--- src/rtl/led_ring_animation_sequencer_core_macros.svh ---
// Assertion macros for the LED ring sequencer.
// Used by the top level; no dependencies.
`ifndef LED_RING_ANIMATION_SEQUENCER_CORE_MACROS_SVH
`define LED_RING_ANIMATION_SEQUENCER_CORE_MACROS_SVH

// same-cycle implication
`define LRS_ASSERT_IMPLY(label, clk, rst_n, a, c) \
	label: assert property (@(posedge clk) disable iff (!(rst_n)) (a) |-> (c)) \
		else $error("lrs assertion failed");

// next-cycle implication
`define LRS_ASSERT_NEXT(label, clk, rst_n, a, c) \
	label: assert property (@(posedge clk) disable iff (!(rst_n)) (a) |=> (c)) \
		else $error("lrs assertion failed");

`endif

--- src/rtl/lrs_pkg.sv ---
// Shared types and constants for the LED ring sequencer.
// No dependencies.
`default_nettype none
package lrs_pkg;

	localparam int CHASE_GAP = 3;
	localparam int LED_W = 8;
	localparam int COLOR_W = 24;
	localparam int TIME_W = 32;
	localparam int PERIOD_W = 16;
	localparam int DUR_W = 15;
	localparam logic [LED_W-1:0] LED_COUNT_RESET = 8'd24;
	localparam logic [LED_W-1:0] GAP_RESET = LED_W'(CHASE_GAP % 24);
	localparam logic [LED_W-1:0] GAP_SRC = LED_W'(CHASE_GAP);

	// mode codes
	localparam logic [2:0] MODE_NONE  = 3'd0;
	localparam logic [2:0] MODE_SOLID = 3'd1;
	localparam logic [2:0] MODE_FLASH = 3'd2;
	localparam logic [2:0] MODE_PULSE = 3'd3;
	localparam logic [2:0] MODE_CHASE = 3'd4;
	localparam logic [2:0] MODE_HEART = 3'd5;

	// period/200 == ((period >> 3) * 10486) >> 18 for any 16-bit period
	localparam int PULSE_RECIP_W = 14;
	localparam logic [PULSE_RECIP_W-1:0] PULSE_RECIP = 14'd10486;
	localparam int PULSE_SHIFT = 18;

	localparam logic [7:0] PULSE_LAST = 8'd199;
	localparam logic [7:0] PULSE_HALF = 8'd100;
	localparam logic [7:0] PULSE_SPAN = 8'd200;
	localparam logic [7:0] PULSE_BASE = 8'd55;
	localparam logic [7:0] BRIGHT_FULL = 8'd255;

	localparam int OPQ_DEPTH = 2;
	localparam int OPQ_PTR_W = $clog2(OPQ_DEPTH);
	localparam int OPQ_CNT_W = $clog2(OPQ_DEPTH + 1);

	localparam int RED_CNT_W = $clog2(LED_W);

	typedef enum logic [1:0] {
		OP_FILL,
		OP_FLASH,
		OP_PULSE,
		OP_CHASE
	} op_kind_t;

	typedef struct packed {
		op_kind_t kind;
		logic [COLOR_W-1:0] c1;
		logic [COLOR_W-1:0] c2;
	} op_t;

	typedef struct packed {
		logic update_kind;
		logic [LED_W-1:0] head_index;
		logic [COLOR_W-1:0] head_color;
		logic [LED_W-1:0] tail_index;
		logic [COLOR_W-1:0] tail_color;
		logic brightness_set;
		logic [7:0] brightness;
	} result_t;

	typedef struct packed {
		logic busy;
		logic [LED_W-1:0] head;
		logic [LED_W-1:0] tail;
	} chase_st_t;

	typedef enum logic {
		RED_IDLE,
		RED_RUN
	} red_state_t;

endpackage
`default_nettype wire

--- src/rtl/lrs_front.sv ---
// Front end: mode registers, override expiry, step timing, op issue.
// Depends on lrs_pkg.
`default_nettype none
module lrs_front
	import lrs_pkg::*;
(
	input  wire logic clk,
	input  wire logic arst_n,
	input  wire logic push,
	input  wire logic action,
	input  wire logic [TIME_W-1:0] now_ms,
	input  wire logic [2:0] new_mode,
	input  wire logic [COLOR_W-1:0] new_color1,
	input  wire logic [COLOR_W-1:0] new_color2,
	input  wire logic [PERIOD_W-1:0] new_period,
	input  wire logic [DUR_W-1:0] duration,
	input  wire logic opq_full,
	output logic opq_push,
	output op_t opq_data
);

	logic [2:0] lmode_q, omode_q;
	logic [COLOR_W-1:0] lc1_q, lc2_q, oc1_q, oc2_q;
	logic [PERIOD_W-1:0] lthr_q, othr_q;
	logic [DUR_W-1:0] olen_q;
	logic [TIME_W-1:0] ostart_q, last_q;

	logic take, cmd;
	logic [PERIOD_W-PULSE_RECIP_W+PULSE_RECIP_W+PULSE_RECIP_W-1:0] prod;
	logic [PERIOD_W-1:0] thr_new;
	logic [TIME_W-1:0] odiff, elapsed;
	logic expired, use_o, fire, over_l, over_o;
	logic [2:0] omode_eff, mode_sel;
	logic [COLOR_W-1:0] c1_sel, c2_sel;

	assign take = push && !opq_full;
	assign cmd = action;

	// pulse threshold computed once, when the command lands
	assign prod = $bits(prod)'(new_period[PERIOD_W-1:3]) * $bits(prod)'(PULSE_RECIP);
	assign thr_new = (new_mode == MODE_PULSE) ? PERIOD_W'(prod >> PULSE_SHIFT) : new_period;

	assign odiff = now_ms - ostart_q;
	assign expired = odiff > TIME_W'(olen_q);
	assign omode_eff = expired ? MODE_NONE : omode_q;
	assign use_o = omode_eff != MODE_NONE;
	assign elapsed = now_ms - last_q;
	assign over_l = elapsed > TIME_W'(lthr_q);
	assign over_o = elapsed > TIME_W'(othr_q);

	always_comb begin
		mode_sel = use_o ? omode_eff : lmode_q;
		c1_sel = use_o ? oc1_q : lc1_q;
		c2_sel = use_o ? oc2_q : lc2_q;
		fire = 1'b0;
		opq_data.kind = OP_FILL;
		opq_data.c1 = c1_sel;
		opq_data.c2 = c2_sel;
		if (cmd) begin
			opq_data.c1 = new_color1;
			opq_data.c2 = new_color2;
		end else begin
			case (mode_sel)
				MODE_FLASH, MODE_HEART: begin
					opq_data.kind = OP_FLASH;
					fire = use_o ? over_o : over_l;
				end
				MODE_PULSE: begin
					opq_data.kind = OP_PULSE;
					fire = use_o ? over_o : over_l;
				end
				MODE_CHASE: begin
					opq_data.kind = OP_CHASE;
					fire = use_o ? over_o : over_l;
				end
				default: fire = 1'b0;
			endcase
		end
		opq_push = take && (cmd ? (new_mode == MODE_SOLID) : fire);
	end

	always_ff @(posedge clk or negedge arst_n) begin
		if (!arst_n) begin
			lmode_q <= MODE_NONE;
			omode_q <= MODE_NONE;
			lc1_q <= '0;
			lc2_q <= '0;
			oc1_q <= '0;
			oc2_q <= '0;
			lthr_q <= '0;
			othr_q <= '0;
			olen_q <= '0;
			ostart_q <= '0;
			last_q <= '0;
		end else if (take) begin
			if (cmd) begin
				if (duration != '0) begin
					omode_q <= new_mode;
					olen_q <= duration;
					ostart_q <= now_ms;
					oc1_q <= new_color1;
					oc2_q <= new_color2;
					othr_q <= thr_new;
				end else begin
					lmode_q <= new_mode;
					lc1_q <= new_color1;
					lc2_q <= new_color2;
					lthr_q <= thr_new;
				end
			end else begin
				omode_q <= omode_eff;
				if (fire)
					last_q <= now_ms;
			end
		end
	end

endmodule
`default_nettype wire

--- src/rtl/lrs_opq.sv ---
// Short op queue between front and back end.
// Depends on lrs_pkg.
`default_nettype none
module lrs_opq
	import lrs_pkg::*;
(
	input  wire logic clk,
	input  wire logic arst_n,
	input  wire logic wr_en,
	input  wire op_t wr_data,
	input  wire logic rd_en,
	output op_t rd_data,
	output logic full,
	output logic empty
);

	op_t mem_q [OPQ_DEPTH];
	logic [OPQ_PTR_W-1:0] wr_ptr_q, rd_ptr_q;
	logic [OPQ_CNT_W-1:0] cnt_q;

	assign full = cnt_q == OPQ_CNT_W'(OPQ_DEPTH);
	assign empty = cnt_q == '0;
	assign rd_data = mem_q[rd_ptr_q];

	always_ff @(posedge clk) begin
		if (wr_en)
			mem_q[wr_ptr_q] <= wr_data;
	end

	always_ff @(posedge clk or negedge arst_n) begin
		if (!arst_n) begin
			wr_ptr_q <= '0;
			rd_ptr_q <= '0;
			cnt_q <= '0;
		end else begin
			if (wr_en)
				wr_ptr_q <= (wr_ptr_q == OPQ_PTR_W'(OPQ_DEPTH - 1)) ? '0 : wr_ptr_q + 1'b1;
			if (rd_en)
				rd_ptr_q <= (rd_ptr_q == OPQ_PTR_W'(OPQ_DEPTH - 1)) ? '0 : rd_ptr_q + 1'b1;
			if (wr_en && !rd_en)
				cnt_q <= cnt_q + 1'b1;
			else if (rd_en && !wr_en)
				cnt_q <= cnt_q - 1'b1;
		end
	end

endmodule
`default_nettype wire

--- src/rtl/lrs_chase.sv ---
// Chase position unit: ring size register, position, gap, and the
// bit-serial remainder pass that re-reduces them after a ring size write.
// Depends on lrs_pkg.
`default_nettype none
module lrs_chase
	import lrs_pkg::*;
(
	input  wire logic clk,
	input  wire logic arst_n,
	input  wire logic cfg_we,
	input  wire logic [LED_W-1:0] cfg_wdata,
	input  wire logic step,
	output chase_st_t st
);

	red_state_t state_q, state_d;
	logic [LED_W-1:0] n_q, cp_q, gap_q;
	logic [LED_W-1:0] src_q, rem_cp_q, rem_g_q;
	logic [RED_CNT_W-1:0] cnt_q;
	logic red_last, busy;

	logic [LED_W:0] r_cp, r_g, pos9, back_sum;
	logic [LED_W-1:0] rem_cp_d, rem_g_d, pos, back;

	// one remainder bit per cycle, msb first
	assign r_cp = {rem_cp_q, src_q[cnt_q]};
	assign r_g = {rem_g_q, GAP_SRC[cnt_q]};
	assign rem_cp_d = (r_cp >= {1'b0, n_q}) ? LED_W'(r_cp - {1'b0, n_q}) : LED_W'(r_cp);
	assign rem_g_d = (r_g >= {1'b0, n_q}) ? LED_W'(r_g - {1'b0, n_q}) : LED_W'(r_g);

	// step: position and gap are already below n
	assign pos9 = {1'b0, cp_q} + 1'b1;
	assign pos = (pos9 == {1'b0, n_q}) ? '0 : LED_W'(pos9);
	assign back_sum = {1'b0, pos} + {1'b0, n_q} - {1'b0, gap_q};
	assign back = (back_sum >= {1'b0, n_q}) ? LED_W'(back_sum - {1'b0, n_q})
		: LED_W'(back_sum);

	always_comb begin
		state_d = state_q;
		case (state_q)
			RED_IDLE: if (cfg_we) state_d = RED_RUN;
			RED_RUN: if (!cfg_we && cnt_q == '0) state_d = RED_IDLE;
			default: state_d = RED_IDLE;
		endcase
	end

	always_comb begin
		busy = 1'b0;
		red_last = 1'b0;
		case (state_q)
			RED_RUN: begin
				busy = 1'b1;
				red_last = !cfg_we && cnt_q == '0;
			end
			default: begin
				busy = 1'b0;
				red_last = 1'b0;
			end
		endcase
	end

	assign st.busy = busy;
	assign st.head = n_q - 1'b1 - pos;
	assign st.tail = n_q - 1'b1 - back;

	always_ff @(posedge clk or negedge arst_n) begin
		if (!arst_n) begin
			state_q <= RED_IDLE;
			n_q <= LED_COUNT_RESET;
			cp_q <= '0;
			gap_q <= GAP_RESET;
			cnt_q <= '0;
		end else begin
			state_q <= state_d;
			if (cfg_we) begin
				n_q <= (cfg_wdata == '0) ? LED_W'(1) : cfg_wdata;
				cnt_q <= RED_CNT_W'(LED_W - 1);
			end else if (busy) begin
				cnt_q <= cnt_q - 1'b1;
				if (red_last) begin
					cp_q <= rem_cp_d;
					gap_q <= rem_g_d;
				end
			end else if (step) begin
				cp_q <= pos;
			end
		end
	end

	always_ff @(posedge clk) begin
		if (cfg_we) begin
			src_q <= cp_q;
			rem_cp_q <= '0;
			rem_g_q <= '0;
		end else if (busy) begin
			rem_cp_q <= rem_cp_d;
			rem_g_q <= rem_g_d;
		end
	end

endmodule
`default_nettype wire

--- src/rtl/lrs_back.sv ---
// Back end: carries out queued ops, holds animation phase and the
// result register.
// Depends on lrs_pkg and lrs_chase.
`default_nettype none
module lrs_back
	import lrs_pkg::*;
(
	input  wire logic clk,
	input  wire logic arst_n,
	input  wire logic cfg_we,
	input  wire logic [LED_W-1:0] cfg_wdata,
	input  wire logic opq_empty,
	input  wire op_t opq_data,
	output logic opq_pop,
	input  wire logic pop,
	output logic empty,
	output result_t res,
	output logic chase_busy
);

	chase_st_t cst;
	logic res_valid_q;
	result_t res_q, res_d;
	logic flash_q;
	logic [7:0] pstep_q;
	logic [7:0] t;
	logic take, step;

	lrs_chase u_chase (
		.clk(clk),
		.arst_n(arst_n),
		.cfg_we(cfg_we),
		.cfg_wdata(cfg_wdata),
		.step(step),
		.st(cst)
	);

	assign take = !opq_empty && !cst.busy && (!res_valid_q || pop);
	assign opq_pop = take;
	assign step = take && opq_data.kind == OP_CHASE;
	assign t = (pstep_q < PULSE_HALF) ? pstep_q : PULSE_SPAN - pstep_q;

	always_comb begin
		res_d.update_kind = 1'b0;
		res_d.head_index = '0;
		res_d.head_color = opq_data.c1;
		res_d.tail_index = '0;
		res_d.tail_color = '0;
		res_d.brightness_set = 1'b1;
		res_d.brightness = BRIGHT_FULL;
		case (opq_data.kind)
			OP_FILL: begin
				res_d.brightness_set = 1'b0;
				res_d.brightness = '0;
			end
			OP_FLASH: res_d.head_color = flash_q ? opq_data.c2 : opq_data.c1;
			OP_PULSE: res_d.brightness = {t[6:0], 1'b0} + PULSE_BASE;
			OP_CHASE: begin
				res_d.update_kind = 1'b1;
				res_d.head_index = cst.head;
				res_d.tail_index = cst.tail;
				res_d.tail_color = opq_data.c2;
			end
			default: res_d.brightness = BRIGHT_FULL;
		endcase
	end

	always_ff @(posedge clk or negedge arst_n) begin
		if (!arst_n) begin
			res_valid_q <= 1'b0;
			flash_q <= 1'b0;
			pstep_q <= '0;
		end else begin
			if (take)
				res_valid_q <= 1'b1;
			else if (pop)
				res_valid_q <= 1'b0;
			if (take && opq_data.kind == OP_FLASH)
				flash_q <= !flash_q;
			if (take && opq_data.kind == OP_PULSE)
				pstep_q <= (pstep_q == PULSE_LAST) ? '0 : pstep_q + 1'b1;
		end
	end

	always_ff @(posedge clk) begin
		if (take)
			res_q <= res_d;
	end

	assign empty = !res_valid_q;
	assign res = res_q;
	assign chase_busy = cst.busy;

endmodule
`default_nettype wire

--- src/rtl/led_ring_animation_sequencer_core.sv ---
// LED ring animation sequencer, top level.
// Depends on lrs_pkg, lrs_front, lrs_opq, lrs_back and the macro header.
//
// Use: items (millisecond ticks or set-mode commands) go in through push/full;
// an item is taken on a rising edge with push high and full low. Each item
// yields zero or one ring update; updates come out through empty/pop, the
// oldest on the result ports while empty is low, taken with pop high.
// The front end keeps the mode registers and step timing and decides at the
// accept edge whether the item yields an update; if so an op goes into a
// two-entry queue. The back end turns ops into updates (flash phase, pulse
// triangle, chase indices) and loads the result register.
// An update is registered in the op queue, then in the result register.
// Throughput: one item per cycle while pop keeps up, outside a remainder pass.
// When pop is held low the result register holds, the queue fills, and full
// rises after two more updating items; items that yield no update still wait.
// A write of cfg_we/cfg_wdata sets the ring size and starts a bit-serial
// remainder pass that re-reduces the chase position and gap; ops queue and
// wait during it. Reset: ring size 24, all modes none, outputs empty.
`default_nettype none
`include "led_ring_animation_sequencer_core_macros.svh"
module led_ring_animation_sequencer_core
	import lrs_pkg::*;
(
	input  wire logic clk,
	input  wire logic arst_n,
	input  wire logic cfg_we,
	input  wire logic [LED_W-1:0] cfg_wdata,
	input  wire logic push,
	output logic full,
	input  wire logic action,
	input  wire logic [TIME_W-1:0] now_ms,
	input  wire logic [2:0] new_mode,
	input  wire logic [COLOR_W-1:0] new_color1,
	input  wire logic [COLOR_W-1:0] new_color2,
	input  wire logic [PERIOD_W-1:0] new_period,
	input  wire logic [DUR_W-1:0] duration,
	output logic empty,
	input  wire logic pop,
	output logic update_kind,
	output logic [LED_W-1:0] head_index,
	output logic [COLOR_W-1:0] head_color,
	output logic [LED_W-1:0] tail_index,
	output logic [COLOR_W-1:0] tail_color,
	output logic brightness_set,
	output logic [7:0] brightness
);

	logic opq_push, opq_pop, opq_full, opq_empty;
	op_t opq_wdata, opq_rdata;
	result_t res;
	logic chase_busy;

	// full follows the op queue: front accepts whenever there is room
	assign full = opq_full;

	lrs_front u_front (
		.clk(clk),
		.arst_n(arst_n),
		.push(push),
		.action(action),
		.now_ms(now_ms),
		.new_mode(new_mode),
		.new_color1(new_color1),
		.new_color2(new_color2),
		.new_period(new_period),
		.duration(duration),
		.opq_full(opq_full),
		.opq_push(opq_push),
		.opq_data(opq_wdata)
	);

	lrs_opq u_opq (
		.clk(clk),
		.arst_n(arst_n),
		.wr_en(opq_push),
		.wr_data(opq_wdata),
		.rd_en(opq_pop),
		.rd_data(opq_rdata),
		.full(opq_full),
		.empty(opq_empty)
	);

	lrs_back u_back (
		.clk(clk),
		.arst_n(arst_n),
		.cfg_we(cfg_we),
		.cfg_wdata(cfg_wdata),
		.opq_empty(opq_empty),
		.opq_data(opq_rdata),
		.opq_pop(opq_pop),
		.pop(pop),
		.empty(empty),
		.res(res),
		.chase_busy(chase_busy)
	);

	assign update_kind = res.update_kind;
	assign head_index = res.head_index;
	assign head_color = res.head_color;
	assign tail_index = res.tail_index;
	assign tail_color = res.tail_color;
	assign brightness_set = res.brightness_set;
	assign brightness = res.brightness;

	// no op issued while the ring size pass runs
	`LRS_ASSERT_IMPLY(a_no_pop_busy, clk, arst_n, chase_busy, !opq_pop)
	// a ring size write always starts the pass
	`LRS_ASSERT_NEXT(a_cfg_starts_pass, clk, arst_n, cfg_we, chase_busy)
	// every issued op lands in the result register
	`LRS_ASSERT_NEXT(a_pop_gives_result, clk, arst_n, opq_pop, !empty)

endmodule
`default_nettype wire
--- config.mk ---
export PLATFORM = sky130hd
export DESIGN_NAME = led_ring_animation_sequencer_core
export DESIGN_NICKNAME = d
export VERILOG_FILES = /design/src/rtl/lrs_pkg.sv /design/src/rtl/lrs_front.sv /design/src/rtl/lrs_opq.sv /design/src/rtl/lrs_chase.sv /design/src/rtl/lrs_back.sv /design/src/rtl/led_ring_animation_sequencer_core.sv
export VERILOG_INCLUDE_DIRS = /design/src /design/src/rtl
export SDC_FILE = /design/constraint.sdc
export NUM_CORES = 1
export LEC_CHECK = 0
export ABC_AREA = 1
export BUFFER_PORTS_ARGS = -buffer_cell sky130_fd_sc_hd__buf_2
export CORE_MARGIN = 1
export CORE_UTILIZATION = 45
export DETAILED_ROUTE_END_ITERATION = 8
export SLEW_MARGIN = 20
export SYNTH_ARGS = -nofsm -noshare
export SYNTH_HDL_FRONTEND = slang
export SYNTH_SLANG_ARGS = --single-unit
--- constraint.sdc ---
create_clock -name clk -period 9.1 [get_ports clk]
set_input_delay 0.455 -clock clk [delete_from_list [all_inputs] [get_ports clk]]
set_output_delay 0.455 -clock clk [all_outputs]
set_load 0.05 [all_outputs]
==> results of run 1 <==
[synthesized netlist by cell type, types with 5 or more instances]
| library cell | number | area, µm² |
|---|---|---|
| fa_1 | 72 | 1441 |
| xnor2_1 | 15 | 131.4 |
| o21a_1 | 7 | 52.55 |
| edfxtp_1 | 181 | 5435 |
| a21oi_1 | 133 | 665.6 |
| nand4_1 | 26 | 162.7 |
| nand3b_1 | 5 | 37.54 |
| o21ai_1 | 24 | 120.1 |
| nor3_1 | 37 | 185.2 |
| ha_1 | 255 | 3191 |
| nor2_2 | 8 | 50.05 |
| nor2_1 | 282 | 1059 |
| xor2_1 | 75 | 656.9 |
| o31ai_1 | 35 | 262.8 |
| dfxtp_1 | 16 | 320.3 |
| dfrtp_1 | 251 | 6281 |
| o211ai_1 | 27 | 202.7 |
| o22ai_1 | 19 | 118.9 |
| nand2_2 | 15 | 93.84 |
| a211oi_1 | 10 | 75.07 |
| or2_2 | 11 | 68.82 |
| o21bai_1 | 11 | 82.58 |
| clkbuf_1 | 75 | 281.5 |
| inv_1 | 608 | 2282 |
| and2_1 | 6 | 37.54 |
| nand2_1 | 766 | 2875 |
| mux2i_1 | 72 | 720.7 |
| o21ai_0 | 304 | 1521 |
| o21ai_2 | 10 | 87.58 |
| a31oi_1 | 13 | 81.33 |
| inv_2 | 10 | 37.54 |
| a21o_1 | 7 | 52.55 |
| nand3_1 | 97 | 485.5 |
[placed cells by master, fill, tap and decap left out, drive strengths merged, types with 3 or more instances in the layout]
cell / instances
o21a: 7
edfxtp: 181
fa: 72
inv: 618
xnor2: 15
dfstp: 4
a211oi: 10
or2: 12
nor3: 37
diode: 4
mux2i: 72
bufinv: 7
nor4: 4
nor3b: 3
o21bai: 11
nor2: 291
o22ai: 19
nand4: 26
a31oi: 13
buf: 219
o211ai: 27
clkinv: 23
nand3: 98
clkbuf: 64
and2: 6
a21o: 7
xor2: 75
a21oi: 134
o31ai: 36
nand2: 782
nand3b: 5
ha: 255
o21ai: 338
dfxtp: 16
dfrtp: 251
[worst paths after layout]
| kind | cells after the start | end |
|---|---|---|
| min in group asynchronous | 2 | u_back.u_chase.n_q[6]$_DFFE_PN0P_ |
| max in group asynchronous | 3 | u_front.olen_q[10]$_DFFE_PN0P_ |
| worst min register to register | 1 | u_back.flash_q$_DFFE_PN0P_ |
| worst min-delay path | 3 | u_front.lc2_q[2]$_DFFE_PN0P_ |
| worst max-delay path | 45 | u_back.res[40]$_SDFFCE_PN0P_ |
| worst max register to register | 45 | u_back.res[40]$_SDFFCE_PN0P_ |
[flip-flops by register name, summed over array words and instances (netlist names), 8 cells and up]
name	flops
u_opq.mem_q	100
u_back.res	73
u_front.last_q	32
u_front.ostart_q	32
u_front.lc1_q	24
u_front.lc2_q	24
u_front.oc1_q	24
u_front.oc2_q	24
u_front.lthr_q	16
u_front.othr_q	16
u_front.olen_q	15
u_back.pstep_q	8
u_back.u_chase.cp_q	8
u_back.u_chase.gap_q	8
u_back.u_chase.n_q	8
u_back.u_chase.rem_cp_q	8
u_back.u_chase.rem_g_q	8
u_back.u_chase.src_q	8
[per-stage QoR]
| step | util [%] | worst slack [ns] | instances | total power [mW] | hold WS [ns] |
|---|---|---|---|---|---|
| 2_1_floorplan | - | 2.578 | 3535 | 6.567 | 0.1594 |
| 3_3_place_gp | 48.72 | 1.756 | 4520 | 7.659 | 0.4515 |
| 3_5_place_dp | 48.72 | 1.756 | 4520 | 7.710 | 0.4575 |
| 4_1_cts | 51.40 | 1.686 | 4613 | 9.880 | 0.03770 |
| 5_1_grt | 51.41 | 0.7416 | 4617 | 10.82 | 0.07161 |
| 6_report | 51.41 | 1.703 | 4617 | 9.811 | 0.06999 |
[metal layers]
metal	wire length (µm)	up-vias	GRT usage [%]	share of wire [%]
li1	-	11855	-	-
met1	36140	10910	32.28	48
met2	35170	448	37.85	46
met3	2919	100	2.631	3.9
met4	1528	4	5.983	2.0
met5	24	-	0	0.032
[power by group]
group          switching, mW  internal (mW)  leakage (nW)  total (mW)
sequential             0.196           2.52          4.98        2.72
combinational           3.09           1.88          10.5        4.97
clock                  0.875           1.25         0.831        2.12
total                   4.16           5.65          16.3        9.81
[worst max-delay path, delay by kind of cell (launching register included)]
kind                     cells  cell delay [ns]
buffers and inverters        5             0.33
XOR/XNOR                     3             0.47
AO/OA/AOI/OAI                9             1.49
AND/OR/NAND/NOR             23             2.70
flip-flops                   1             0.45
adder cells (fa/ha/maj)      5             1.67
[repair_timing]
item	4_1_cts	5_1_grt
hold buffers	1	0
hold endpoints to repair	99	0
setup endpoints to repair	0	0
[area by class of cell]
class / count / area (µm²)
diodes: 4 / 10.01
clock buffers: 64 / 1335
clock inverters: 28 / 386.6
fillers: 6211 / 31430
inverters: 622 / 2336
multi-input cells: 2372 / 14810
flip-flops and latches: 452 / 12140
well taps: 855 / 1070
repair buffers: 220 / 1169
[cells by family (layout without fill, tap and decap cells)]
group           after synthesis  count (layout)
simple gates               1269            1269
other cells                   0               4
compound gates              613             613
xor+xnor                     90              90
flops                       452             452
mux                          73              73
fa+ha+maj                   327             327
buf+inv                     711             934
==> summary.md, run 1 <==
| Metric | Value |
|---|---|
| I/O Pins | `a little over 200` |
| Vias in the first global route | `22892` |
| Longest Clk Path Bufs | `3` |
| Pleak | `~16 nW` |
| Initial drt markers | `1605` |
| Synth Instances | `roughly 3500` |
| Crit. Startpoint | `u_back.u_chase.cp_q[0]$_DFFE_PN0P_` |
| Final setup violation count | `0` |
| Setup TNS | `0 ns` |
| Most frequent CP cell | `nor2_1` |
| #FFs+latches synth | `between 400 and 500` |
| Reg clk slew, reported paths | `approximately 0.06 ns` |
| Syn nets | `between 3000 and 4000` |
| Status | `finished clean` |
| Critical path's largest stage delay | `0.45 ns` |
| Global-route wire length before repair | `~120000 µm` |
| Slew margin rel. | `27.93%` |
| Minimum clock period | `around 7.4 ns` |
| Tcrit/Tclk final | `between 80% and 90%` |
| CTS sink cnt | `roughly 450` |
| Post-synthesis sequential area ratio | `40.98%` |
| HP Start | `new_color2[2]` |
| Number of iterations in the first detailed-routing pass | `6` |
| Type of the worst min-delay path | `in -> reg` |
| Worst-Margin Slew | `about 1.1 ns` |
| Synth Area in XOR/XNOR | `under 10%` |
| Post-layout nets | `between 4000 and 5000` |
| Depth of the CTS H-tree | `2` |
| Die area | `~67000 µm²` |
| Crit start category | `flip-flop` |
| Post-CTS Setup Bufs | `0` |
| Largest net degree at the start of global routing | `156` |
| Initial Util | `45.79%` |
| CP max stage cell | `dfrtp_1` |
| Initial antenna violation count | `10` |
| Core ar. | `about 65000 µm²` |
| Fin. max-slew vios | `0` |
| WL final | `roughly 76000 µm` |
| RSZ-0062 raised after global routing | `no` |
| Simple-Gate Fraction of Synth Area | `~17%` |
| Final ANT Viol Nets | `0` |
| IR Drop Worst-Case VDD | `about 0.00026 V` |
| Via/cell ratio | `just over 5` |
| Clock latency on the worst-skew pair | `0.63 ns` |
| Total GRT Usage | `between 20% and 30%` |
| Share of cells above drive strength 1 | `9.766%` |
| CTS tree | `done` |
| Post-synth top flop | `dfrtp_1` |
| Cell Rows | `93` |
| Req. time, crit path | `9.46 ns` |
| FF-to-FF Start | `u_back.u_chase.cp_q[0]$_DFFE_PN0P_` |
| DRC Markers | `0` |
| Placed instance area | `31520 µm²` |
| Finished Cell Area | `about 33000 µm²` |
| Post-synthesis mux area share | `roughly 2.5%` |
| Final HPWL DP | `about 57000 µm` |
| Total power per unit cell area | `~300 nW/µm²` |
| Final Hold Viols | `0` |
| CTS Buf Count | `50` |
| Fmax | `about 140 MHz` |
| Largest family of logic cells by synthesized area | `simple AND/OR/NAND/NOR gates` |
| Worst Skew | `approximately 0.04 ns` |
| CP Data Arrival Time | `7.76 ns` |
| Fraction of registers with async set or reset after synthesis | `a little under three fifths` |
| Mapped Avg Cell Area | `approximately 8.4 µm²` |
| Adder-cell share of the synthesized area | `15.63%` |
| Overflow after GRT | `0` |
| Drt wl/cell | `approximately 16 µm` |
| Compound-gate portion of the synthesized area | `between 10% and 20%` |
| Routed via count | `between 20000 and 25000` |
| PostCTS Resize Cnt | `0` |
| Max-cap viol count | `0` |
| R2r setup slk | `approximately 1.7 ns` |
| Crit Path Max Fanout | `13` |
| Synth unique cells | `60` |
| Port bufs | `203` |
| CP endpoint kind | `flip-flop` |
| Root Driver | `clkbuf_16` |
| Die Height | `around 260 µm` |
| Area growth, synth to finish | `12.28%` |
| Die X | `approximately 260 µm` |
| Post-synth EDFFs | `181` |
| Post-synthesis cell area | `between 20000 and 30000 µm²` |
| Critical path class | `reg -> reg` |
| RePlAce Congestion | `slightly above 0.9` |
| Yosys warnings | `0` |
Power figures use the tool's default switching activity.
==> run 2: changes to the inputs <==
==> constraint.sdc (replaced) <==
create_clock -name clk -period 7.15 [get_ports clk]
set_input_delay 0.3575 -clock clk [delete_from_list [all_inputs] [get_ports clk]]
set_output_delay 0.3575 -clock clk [all_outputs]
set_load 0.05 [all_outputs]
==> run 2 against run 1 <==
Flip-flop and latch count stayed put. Critical path type unchanged. Power is 30% higher. Clock skew is 0.021 ns higher. Combinational power is 34% higher. Worst setup slack worse by 1.2 ns. Global-route usage is 0.18 points lower. Via count is 0.18% lower. Clock-buffer cell count is 5 lower. Sequential power is 27% higher. Critical endpoint unchanged.
==> summary.md, run 2 (same netlist as run 1, synthesis figures left out) <==
| Metric | Value |
|---|---|
| Core ar. | `64700 µm²` |
| Die Height | `approximately 260 µm` |
| Initial Util | `around 46%` |
| DRC Markers | `0` |
| Root Driver | `clkbuf_16` |
| Switching Share | `42.44%` |
| Number of flip-flops in the largest register | `100` |
| Logic pwr share | `between 50% and 60%` |
| Pleak | `approximately 16 nW` |
| Crit start category | `flip-flop` |
| Reg clk slew, reported paths | `around 0.06 ns` |
| Final HPWL DP | `56980 µm` |
| CTS Buf Count | `50` |
| Total GRT Usage | `between 20% and 30%` |
| Critical path's largest stage delay | `0.42 ns` |
| Total power per unit cell area | `~380 nW/µm²` |
| Area growth, synth to finish | `13.33%` |
| Type of the worst min-delay path | `in -> reg` |
| Final setup violation count | `0` |
| CTS tree | `done` |
| Depth of the CTS H-tree | `2` |
| CP bufs+invs | `7` |
| Overflow after GRT | `0` |
| Vias in the first global route | `22599` |
| IR Drop Worst-Case VDD | `approximately 0.00038 V` |
| Slew margin rel. | `approximately 28%` |
| Global-route wire length before repair | `~120000 µm` |
| Die X | `about 260 µm` |
| Status | `finished clean` |
| Reg-to-reg critical path endpoint | `u_back.res[40]$_SDFFCE_PN0P_` |
| Sequential power share | `27.0%` |
| Req. time, crit path | `approximately 7.5 ns` |
| Number of iterations in the first detailed-routing pass | `5` |
| CP max stage cell | `fa_1` |
| Minimum clock period | `approximately 6.7 ns` |
| Routed via count | `roughly 23000` |
| Fin. max-slew vios | `0` |
| Worst hold path endpoint | `u_front.olen_q[10]$_DFFE_PN0P_` |
| Fill count | `6275` |
| FF-to-FF Start | `u_back.u_chase.cp_q[0]$_DFFE_PN0P_` |
| Largest net degree at the start of global routing | `149` |
| HP Start | `duration[10]` |
| WL final | `approximately 75000 µm` |
| Drt wl/cell | `16.19 µm` |
| CP endpoint kind | `flip-flop` |
| Most common cell after layout, fill and taps aside | `nand2_1` |
| Internal Pwr Total | `around 7.4 mW` |
| Worst Skew | `~0.060 ns` |
| Share of cells above drive strength 1 | `10.28%` |
| Final Hold Viols | `0` |
| CTS sink cnt | `452` |
| Via/cell ratio | `between 5 and 6` |
| Crit path depth | `45` |
| Final ANT Viol Nets | `0` |
| Final hold slack | `~0.031 ns` |
| Final WS setup | `around 0.5 ns` |
| Clock latency on the worst-skew pair | `a little over 0.6 ns` |
| Clock power share | `between 20% and 30%` |
| Hold path cells | `3` |
| Cell count of the worst reg-to-reg path | `between 40 and 50` |
| R2r setup slk | `about 0.5 ns` |
| Top delay family on crit path | `simple AND/OR/NAND/NOR gates` |
| Die area | `around 67000 µm²` |
| Pre-CTS setup slack | `around 0.36 ns` |
| Setup TNS | `0 ns` |
| Most flop-heavy register | `u_opq.mem_q` |
| Cell Rows | `93` |
| Most frequent CP cell | `nor2_1` |
| Initial antenna violation count | `10` |
| Critical path class | `reg -> reg` |
| Fmax | `approximately 150 MHz` |
| Tcrit/Tclk final | `93.04%` |
| Crit Path Max Fanout | `10` |
| Psw | `5.424 mW` |
| Max-cap viol count | `0` |
| Longest Clk Path Bufs | `3` |
| I/O Pins | `204` |
| Worst-Margin Slew | `1.075 ns` |
| Port bufs | `approximately 200` |
| RePlAce Congestion | `0.8875` |
| Most frequent cells in the layout | `nand2_1, inv_1, o21ai_0, nor2_1, ha_1` |
| CP Data Arrival Time | `about 7.0 ns` |
| Initial drt markers | `approximately 1400` |
| Post-layout nets | `~4200` |
[run 2: cell types whose count changed in the layout (fill, tap and decap cells not counted), sizes merged]
cell	before	now
buf	219	233
clkbuf	64	59
inv	618	619
diode	4	3
clkinvlp	2	1
dlygate4sd3	1	19
clkinv	23	30
[run 2: stage by stage]
| step | utilization (%) | area [µm²] | power [mW] | cells |
|---|---|---|---|---|
| 3_3_place_gp | 48.83 | 31590 | 9.818 | 4529 |
| 6_report | 51.90 | 33580 | 12.78 | 4650 |
| 3_5_place_dp | 48.83 | 31590 | 9.935 | 4529 |
| 4_1_cts | 51.74 | 33470 | 12.66 | 4642 |
| 5_1_grt | 51.90 | 33580 | 14.10 | 4650 |
| 2_1_floorplan | - | 29630 | 8.357 | 3535 |
[run 2: worst reg2reg max path: cells and delay by family, from the launching register on]
family,cells,cell delay (ns)
and+or+nand+nor,24,2.65
adders and majority gates,5,1.52
AOI/OAI and AO/OA,6,0.80
xor gates and xnor gates,3,0.39
buffers and inverters,7,0.67
DFF,1,0.39
[run 2: layout make-up]
cell class                 instances  area [µm²]  area share (%)
tap                              855        1070           3.186
clock inverter                    35       399.1           1.189
multi-input combinational       2372       14870           44.29
antenna                            3       7.507         0.02236
timing repair buffer             252        1454           4.330
sequential                       452       12140           36.17
clock buffer                      59        1295           3.857
inverter                         622        2336           6.957
[run 2: power groups by stage]
stage / Sequential (mW) / Combinational (mW) / Clock, mW
after global placement: 3.48 / 6.34 / 0
after detailed placement: 3.49 / 6.45 / 0
after global routing: 3.50 / 7.78 / 2.82
final: 3.45 / 6.68 / 2.65
after CTS: 3.44 / 6.50 / 2.72
after floorplan: 3.44 / 4.92 / 0
[run 2: how the worst max path moves through the flow]
stage,startpoint,endpoint
final,u_back.u_chase.cp_q[0]$_DFFE_PN0P_,u_back.res[40]$_SDFFCE_PN0P_
after global routing,u_back.u_chase.cp_q[2]$_DFFE_PN0P_,u_back.res[40]$_SDFFCE_PN0P_
after CTS,u_back.u_chase.cp_q[1]$_DFFE_PN0P_,u_back.res[40]$_SDFFCE_PN0P_
after detailed placement,u_back.u_chase.cp_q[1]$_DFFE_PN0P_,u_back.res[40]$_SDFFCE_PN0P_
after global placement,u_back.u_chase.cp_q[1]$_DFFE_PN0P_,u_back.res[40]$_SDFFCE_PN0P_
after floorplan,u_back.u_chase.cp_q[0]$_DFFE_PN0P_,u_back.res[40]$_SDFFCE_PN0P_
[run 2: layer usage]
layer | vias up | routed length, µm | track usage (%)
li1 | 11921 | - | -
met1 | 10805 | 35550 | 31.81
met2 | 454 | 34810 | 37.65
met3 | 90 | 3586 | 3.374
met4 | 6 | 1313 | 4.980
met5 | - | 34 | 0
[run 2: what timing repair did]
item,in CTS,in global routing
hold buffers,19,0
endpoints found under the setup margin,0,2
gates resized for setup,0,15
endpoints found under the hold margin,123,0
setup buffers,0,5
